--- config.mk ---
export PLATFORM = sky130hd
export DESIGN_NAME = integer_zoom_pixel_scaler
export DESIGN_NICKNAME = d
export VERILOG_FILES = /design/src/rtl/izps_pkg.sv /design/src/rtl/integer_zoom_pixel_scaler.sv
export SDC_FILE = /design/constraint.sdc
export NUM_CORES = 1
export LEC_CHECK = 0
export BUFFER_PORTS_ARGS = -buffer_cell sky130_fd_sc_hd__buf_2
export CORE_ASPECT_RATIO = 1.75
export CORE_UTILIZATION = 30
export CTS_CLUSTER_DIAMETER = 60
export DETAILED_ROUTE_END_ITERATION = 6
export PLACE_DENSITY_LB_ADDON = 0.3
export SLEW_MARGIN = 20
export SYNTH_ARGS = -nofsm -noshare
export SYNTH_HDL_FRONTEND = slang
export SYNTH_SLANG_ARGS = --single-unit
export TNS_END_PERCENT = 100
--- constraint.sdc ---
create_clock -name clk -period 5.1 [get_ports clk]
set_clock_uncertainty 0.15 [all_clocks]
set_input_delay 1.02 -clock clk [delete_from_list [all_inputs] [get_ports clk]]
set_output_delay 1.02 -clock clk [all_outputs]
set_load 0.03 [all_outputs]
--- src/rtl/izps_pkg.sv ---
// ----------------------------------------------------------------------------
// Integer zoom pixel scaler package
// Payload types, register indexes and fixed field widths shared by the scaler.
// ----------------------------------------------------------------------------
package izps_pkg;

	localparam int COORD_BITS = 12;
	localparam int PIX_W      = 8;
	localparam int ZOOM_W     = 4;
	localparam int DIM_W      = 13;
	localparam int BASE_W     = 16;
	localparam int CFG_IDX_W  = 3;
	localparam int CFG_DATA_W = 13;

	localparam logic [CFG_IDX_W-1:0] REG_ZOOM_ROWS   = 3'd0;
	localparam logic [CFG_IDX_W-1:0] REG_SHRINK_ROWS = 3'd1;
	localparam logic [CFG_IDX_W-1:0] REG_ZOOM_COLS   = 3'd2;
	localparam logic [CFG_IDX_W-1:0] REG_SHRINK_COLS = 3'd3;
	localparam logic [CFG_IDX_W-1:0] REG_DEST_ROWS   = 3'd4;
	localparam logic [CFG_IDX_W-1:0] REG_DEST_COLS   = 3'd5;

	typedef struct packed {
		logic [PIX_W-1:0] pixel_in;
		logic             row_end;
		logic             frame_end;
	} izps_in_t;

	typedef struct packed {
		logic [COORD_BITS-1:0] write_row;
		logic [COORD_BITS-1:0] write_col;
		logic [PIX_W-1:0]      pixel_out;
		logic                  last_write;
	} izps_out_t;

endpackage

--- src/rtl/integer_zoom_pixel_scaler.sv ---
// ----------------------------------------------------------------------------
// Integer zoom pixel scaler
// Nearest-neighbor image zoom with per-axis integer factors, emitting
// addressed, clipped destination writes.
// ----------------------------------------------------------------------------
// Usage:
// Source pixels arrive in raster order on the src channel (valid/ready) with
// row-end and frame-end marks. Each accepted pixel causes zero or more
// destination writes on the dst channel (valid/ready), each carrying row,
// column, value and a mark on the last write of that pixel. A pixel whose
// writes all fall outside the destination causes no transfer at all.
// The configuration port writes one register per cycle with cfg_we; it must
// only be used while the block is idle.
// The first write passes the replica stage, then the output register. A
// pixel holds the replica counters for its rows x cols writes (up to
// MAX_ZOOM^2), one write per cycle unless dst_ready stalls, so with neither
// axis expanding it is one pixel per cycle. The next pixel is taken in the
// same cycle the previous pixel's last write enters the output register.
// The output register holds a write while dst_ready is low; the counters
// then stall and src_ready drops once the current pixel is pending.
// Reset clears all counters and loads zoom 1, expand, and 4096 x 4096.
// ----------------------------------------------------------------------------
module integer_zoom_pixel_scaler #(
	parameter int MAX_ZOOM = 8
) (
	input  logic                               clk,
	input  logic                               arst_n,
	input  logic                               src_valid,
	output logic                               src_ready,
	input  izps_pkg::izps_in_t                 src,
	output logic                               dst_valid,
	input  logic                               dst_ready,
	output izps_pkg::izps_out_t                dst,
	input  logic                               cfg_we,
	input  logic [izps_pkg::CFG_IDX_W-1:0]     cfg_index,
	input  logic [izps_pkg::CFG_DATA_W-1:0]    cfg_data
);
	import izps_pkg::*;

	localparam int CNT_W = $clog2(MAX_ZOOM + 1);
	localparam int LIM   = 1 << COORD_BITS;
	localparam int CMP_W = BASE_W + 1;

	// Configuration registers
	logic [ZOOM_W-1:0] zoom_rows_q, zoom_cols_q;
	logic              shrink_rows_q, shrink_cols_q;
	logic [DIM_W-1:0]  dest_rows_q, dest_cols_q;

	// Position state
	logic [BASE_W-1:0] row_base_q, col_base_q;
	logic [CNT_W-1:0]  row_phase_q, col_phase_q;

	// Replica stage
	logic                  busy_s1;
	logic [PIX_W-1:0]      pix_s1;
	logic [COORD_BITS-1:0] row0_s1, col0_s1;
	logic [CNT_W-1:0]      nrows_s1, ncols_s1;
	logic [CNT_W-1:0]      ri_s1, ci_s1;

	// Output register
	logic      out_valid_q;
	izps_out_t out_q;

	logic [ZOOM_W-1:0] zr, zc;
	logic [CNT_W-1:0]  nr, nc, nrv, ncv;
	logic [DIM_W-1:0]  rmax, cmax;
	logic              accept, step, last_rep, col_wrap;

	function automatic logic [ZOOM_W-1:0] eff_zoom(input logic [ZOOM_W-1:0] z);
		eff_zoom = (z > ZOOM_W'(MAX_ZOOM)) ? ZOOM_W'(MAX_ZOOM) : z;
	endfunction

	function automatic logic [BASE_W-1:0] sat_add(input logic [BASE_W-1:0] a,
			input logic [ZOOM_W-1:0] b);
		logic [BASE_W:0] s;
		s = {1'b0, a} + {{(BASE_W + 1 - ZOOM_W){1'b0}}, b};
		sat_add = s[BASE_W] ? {BASE_W{1'b1}} : s[BASE_W-1:0];
	endfunction

	// Number of writes left on one axis: min(count, room), zero when none.
	function automatic logic [CNT_W-1:0] clip_cnt(input logic [CNT_W-1:0] n,
			input logic [DIM_W-1:0] lim, input logic [BASE_W-1:0] base);
		logic [CMP_W-1:0] room;
		room = {{(CMP_W - DIM_W){1'b0}}, lim} - {1'b0, base};
		if ({{(CMP_W - DIM_W){1'b0}}, lim} <= {1'b0, base})
			clip_cnt = '0;
		else if (room >= {{(CMP_W - CNT_W){1'b0}}, n})
			clip_cnt = n;
		else
			clip_cnt = room[CNT_W-1:0];
	endfunction

	assign zr   = eff_zoom(zoom_rows_q);
	assign zc   = eff_zoom(zoom_cols_q);
	assign rmax = (dest_rows_q < DIM_W'(LIM)) ? dest_rows_q : DIM_W'(LIM);
	assign cmax = (dest_cols_q < DIM_W'(LIM)) ? dest_cols_q : DIM_W'(LIM);

	always_comb begin
		nr = '0;
		nc = '0;
		if (zr != '0 && zc != '0) begin
			nr = shrink_rows_q ? CNT_W'(1) : CNT_W'(zr);
			nc = shrink_cols_q ? CNT_W'(1) : CNT_W'(zc);
		end
	end

	assign nrv = clip_cnt(nr, rmax, row_base_q);
	assign ncv = clip_cnt(nc, cmax, col_base_q);

	assign step     = busy_s1 && (!out_valid_q || dst_ready);
	assign col_wrap = (CNT_W'(ci_s1 + CNT_W'(1)) == ncols_s1);
	assign last_rep = col_wrap && (CNT_W'(ri_s1 + CNT_W'(1)) == nrows_s1);

	assign src_ready = !busy_s1 || (step && last_rep);
	assign accept    = src_valid && src_ready;

	assign dst_valid = out_valid_q;
	assign dst       = out_q;

	// Configuration
	always_ff @(posedge clk or negedge arst_n) begin
		if (!arst_n) begin
			zoom_rows_q   <= ZOOM_W'(1);
			shrink_rows_q <= 1'b0;
			zoom_cols_q   <= ZOOM_W'(1);
			shrink_cols_q <= 1'b0;
			dest_rows_q   <= DIM_W'(4096);
			dest_cols_q   <= DIM_W'(4096);
		end else if (cfg_we) begin
			case (cfg_index)
				REG_ZOOM_ROWS:   zoom_rows_q   <= cfg_data[ZOOM_W-1:0];
				REG_SHRINK_ROWS: shrink_rows_q <= cfg_data[0];
				REG_ZOOM_COLS:   zoom_cols_q   <= cfg_data[ZOOM_W-1:0];
				REG_SHRINK_COLS: shrink_cols_q <= cfg_data[0];
				REG_DEST_ROWS:   dest_rows_q   <= cfg_data[DIM_W-1:0];
				REG_DEST_COLS:   dest_cols_q   <= cfg_data[DIM_W-1:0];
				default: ;
			endcase
		end
	end

	// Position counters move on every source transfer, whether or not it writes.
	always_ff @(posedge clk or negedge arst_n) begin
		if (!arst_n) begin
			row_base_q  <= '0;
			row_phase_q <= '0;
			col_base_q  <= '0;
			col_phase_q <= '0;
		end else if (accept) begin
			if (src.frame_end) begin
				row_base_q  <= '0;
				row_phase_q <= '0;
				col_base_q  <= '0;
				col_phase_q <= '0;
			end else if (src.row_end) begin
				col_base_q  <= '0;
				col_phase_q <= '0;
				if (!shrink_rows_q) begin
					row_base_q  <= sat_add(row_base_q, zr);
					row_phase_q <= '0;
				end else if ({1'b0, ZOOM_W'(row_phase_q)} + (ZOOM_W + 1)'(1)
						>= {1'b0, zr}) begin
					row_base_q  <= sat_add(row_base_q, ZOOM_W'(1));
					row_phase_q <= '0;
				end else begin
					row_phase_q <= CNT_W'(row_phase_q + CNT_W'(1));
				end
			end else begin
				if (!shrink_cols_q) begin
					col_base_q  <= sat_add(col_base_q, zc);
					col_phase_q <= '0;
				end else if ({1'b0, ZOOM_W'(col_phase_q)} + (ZOOM_W + 1)'(1)
						>= {1'b0, zc}) begin
					col_base_q  <= sat_add(col_base_q, ZOOM_W'(1));
					col_phase_q <= '0;
				end else begin
					col_phase_q <= CNT_W'(col_phase_q + CNT_W'(1));
				end
			end
		end
	end

	// Replica stage: walks each row of the clipped write window column by column.
	always_ff @(posedge clk or negedge arst_n) begin
		if (!arst_n) begin
			busy_s1 <= 1'b0;
			ri_s1   <= '0;
			ci_s1   <= '0;
		end else begin
			if (accept) begin
				busy_s1 <= (nrv != '0) && (ncv != '0);
				ri_s1   <= '0;
				ci_s1   <= '0;
			end else if (step) begin
				if (last_rep) begin
					busy_s1 <= 1'b0;
				end else if (col_wrap) begin
					ci_s1 <= '0;
					ri_s1 <= CNT_W'(ri_s1 + CNT_W'(1));
				end else begin
					ci_s1 <= CNT_W'(ci_s1 + CNT_W'(1));
				end
			end
		end
	end

	// Base values below the clip limit always fit the coordinate width.
	always_ff @(posedge clk) begin
		if (accept) begin
			pix_s1   <= src.pixel_in;
			row0_s1  <= row_base_q[COORD_BITS-1:0];
			col0_s1  <= col_base_q[COORD_BITS-1:0];
			nrows_s1 <= nrv;
			ncols_s1 <= ncv;
		end
	end

	// Output register
	always_ff @(posedge clk or negedge arst_n) begin
		if (!arst_n) begin
			out_valid_q <= 1'b0;
		end else if (step) begin
			out_valid_q <= 1'b1;
		end else if (dst_ready) begin
			out_valid_q <= 1'b0;
		end
	end

	always_ff @(posedge clk) begin
		if (step) begin
			out_q.write_row  <= row0_s1 + COORD_BITS'(ri_s1);
			out_q.write_col  <= col0_s1 + COORD_BITS'(ci_s1);
			out_q.pixel_out  <= pix_s1;
			out_q.last_write <= last_rep;
		end
	end

endmodule

==> flow_summary.toml <==
[hold_path]
min-delay-start = "pix_s1[5]$_DFFE_PP_"
worstHoldPathType = "reg -> reg"
holdPathStages = 0

[timing]
final.min_clock_period_ns = 4.151
max_clock_freq_ghz = 0.2409
tightest_slew_ns = 1.092
slew_violations = 0
finalCritPeriodShare_pct = 81.38
slew_headroom_pct = 26.71
setup_viol = 0
timing_hold_violations_final = 0
timing.setup.tns_ns = 0
rsz0062_at_grt = "no"

[setup_path]
crit_arrival_ns = 4.32
worst_path_fanout_max = 14
slowest_delay_ns = 0.65
setup.worst_path.end_class = "register"
r2r_start = "dest_rows_q[12]$_DFFE_PN1P_"
crit_cells = 12
critical_path_startpoint = "dest_rows_q[12]$_DFFE_PN1P_"
cell_with_the_largest_stage_delay_on_the_worst_path = "sky130_fd_sc_hd__dfstp_2"
worst_ep_required_ns = 5.27
setup.worst_path.start_class = "register"
path_class = "reg -> reg"
path_cells = "nand2b_1 > ha_1 > inv_1 > fa_1 > ha_1 > a21o_1 > a21o_1 > a2111oi_0 > o2111ai_1 > a2111oi_0 > o211ai_1 > a41o_1"
timing.critical_path.buf_inv = 1
r2r.worst_path.cells = 12
timing.critical_path.max_delay_family = "compound AO/OA/AOI/OAI gates"

[drt]
drc_markers = 9
initial_drc_count = 284
antenna_violating_nets_post_route = 0
routed_wirelength_mm = 24.47
route.detailed.wl_per_inst_um = 16.91
num_vias = 7350
detail_route.first_pass.iterations = 7
viasPerCell = 5.079

[clock_tree]
htree_num_levels = 4
path_clk_slew_ns = 0.06
ctsHoldBuffers = 0
post_cts.repair.setup_buffers = 0
clock_latency_of_the_later_clocked_register_in_the_worst_skew_pair_ns = 0.44
cts_made_buffers = 17
clock_tree_root = "sky130_fd_sc_hd__clkbuf_16"
number_of_instances_resized_during_post_cts_repair = 0
cts.path.max_buffers = 2
clock_sinks = 159
tritoncts_clock_tree = "built"

[placed_design]
dpl.cell_count = 1415
numPortBuffers = 65
gp_weighted_congestion = 0.8597
dpl.hpwl_mm = 19.04

[die]
rows = 87
initial_core_util_pct = 30.54
die_y_um = 242
coreArea_um2 = 32330
pin_count = 66
die_w_um = 139.1
floorplan.die_area_um2 = 33670

[finish]
final_cells = 1447
antenna_cells = 0
finalNetCount = 1135
areaGrowthSynthToFinish_pct = 13.43
multi_input_area_um2 = 5223
filler_instances = 3220
seq_area_um2 = 4349
drive_gt1_share_pct = 15.95

[outcome]
violations = "design-rule violations"
run_status = "finished, violations left"

[pwr]
net_load_switching_power_mw = 2.572
sw_frac_of_total_pct = 41.62
power_share_of_the_combinational_group_pct = 46.5
power.share.clock_pct = 19.1
power_frac_seq_pct = 34.4
internal_power_mw = 3.607
p_per_area_nw_per_um2 = 551.7
max-vdd-ir-drop_v = 0.0002379
p_leak_nw = 4.542

[synthesis]
yosys_warnings = 0
yosys.area.top_type = "sky130_fd_sc_hd__edfxtp_1"
ys.flop_type = "sky130_fd_sc_hd__dfrtp_1"
gate_count_of_the_mapped_netlist = 967
synthesis.area_um2 = 9874
postSynthRegisterBits = 159
synth_fp_nets = 1068
synth.avg_cell_area_um2 = 10.21
synthMostInstantiatedCell = "sky130_fd_sc_hd__dfrtp_1"
synth_edf_count = 73
synth.cells.most_frequent = "sky130_fd_sc_hd__dfrtp_1, sky130_fd_sc_hd__edfxtp_1, sky130_fd_sc_hd__nand2_1"
share_of_synthesized_registers_carrying_an_async_set_or_reset_pct = 54.09
synth_area_leaders = "sky130_fd_sc_hd__edfxtp_1, sky130_fd_sc_hd__dfrtp_1, sky130_fd_sc_hd__ha_1"
yosysSeqAreaShare_pct = 44.04
synth_top_area_share_pct = 22.20
ys_types = 74

[global_routing]
antenna_found_initial = 0
grt_max_degree = 60
grt_pass1_vias = 7466
first_pass_grt_wire_length_mm = 39.38
globalRouteTotalUtil_pct = 15.07
global_route_overflow = 0

[run]
max_cap_check_violation_count = 0
==> cell usage in the layout, fill, tap and decap left out, types with 37 or more instances in the layout <==
cell and instances:
sky130_fd_sc_hd__ha_1 64, sky130_fd_sc_hd__mux2_2 37, sky130_fd_sc_hd__dfrtp_1 82, sky130_fd_sc_hd__a21oi_1 62, sky130_fd_sc_hd__buf_2 64, sky130_fd_sc_hd__nor2b_1 43, sky130_fd_sc_hd__nand2_1 72, sky130_fd_sc_hd__edfxtp_1 73
sky130_fd_sc_hd__inv_1 61, sky130_fd_sc_hd__o21ai_0 59, sky130_fd_sc_hd__nor2_1 61
==> layer usage <==
metal,up-vias,part of all wire (%),GRT usage (%)
met4,0,4.8,9.183
li1,3680,-,-
met2,112,53,27.72
met5,-,0,0
met1,3511,40,16.13
met3,47,2.2,2.155
==> power by group through the flow <==
stage	Sequential (mW)	Clock [mW]	Combinational [mW]
6_report	2.13	1.18	2.87
5_1_grt	2.18	1.26	3.20
4_1_cts	2.13	1.22	2.91
3_5_place_dp	2.15	0	2.89
3_3_place_gp	2.14	0	2.87
2_1_floorplan	2.27	0	1.98
==> area by class of cell <==
cell class,instances,area share [%]
tap,400,4.468
multi-input combinational,724,46.63
clock inverter,12,0.8601
sequential,159,38.83
clock buffer,20,3.899
timing repair buffer,69,3.195
inverter,63,2.122
==> sequential cells by signal, indices dropped and copies added, names as in the netlist, 4 cells and up <==
register	cells
ci_s1	4
col0_s1	12
col_base_q	16
col_phase_q	4
dest_cols_q	13
dest_rows_q	13
dst	33
ncols_s1	4
nrows_s1	4
pix_s1	8
ri_s1	4
row0_s1	12
row_base_q	16
row_phase_q	4
zoom_cols_q	4
zoom_rows_q	4
==> per-stage QoR <==
step / util (%) / power (mW) / hold slack, ns / cell area, um2 / worst slack (ns)
4_1_cts: 34.62 / 6.253 / 0.2710 / 11190 / 0.9994
3_5_place_dp: 32.97 / 5.044 / 0.2552 / 10660 / 1.026
5_1_grt: 34.65 / 6.636 / 0.2803 / 11200 / 0.6353
6_report: 34.65 / 6.179 / 0.2693 / 11200 / 0.9494
3_3_place_gp: 32.97 / 5.018 / 0.2503 / 10660 / 1.053
2_1_floorplan: - / 4.258 / 0.2503 / 9874 / 1.141
==> cell families (layout without fill, tap and decap cells) <==
family	after synthesis	count (layout)	share of synthesized area (%)
mux	44	44	4.929
xor+xnor	59	59	5.677
simple gates	320	320	17.49
fa+ha+maj	70	70	9.326
flops	159	159	44.04
compound gates	231	231	15.32
buf+inv	84	164	3.218
==> final timing paths <==
check / end / slack [ns]
max: busy_s1$_DFFE_PN0P_ / 0.95
max in group asynchronous: row_base_q[4]$_DFFE_PN0P_ / 3.34
min in group asynchronous: dest_cols_q[9]$_DFFE_PN0P_ / 0.52
max reg2reg: busy_s1$_DFFE_PN0P_ / 0.95
min: dst[6]$_DFFE_PP_ / 0.27
min reg2reg: dst[6]$_DFFE_PP_ / 0.27
Note: power is estimated with default switching activity, not from simulation.
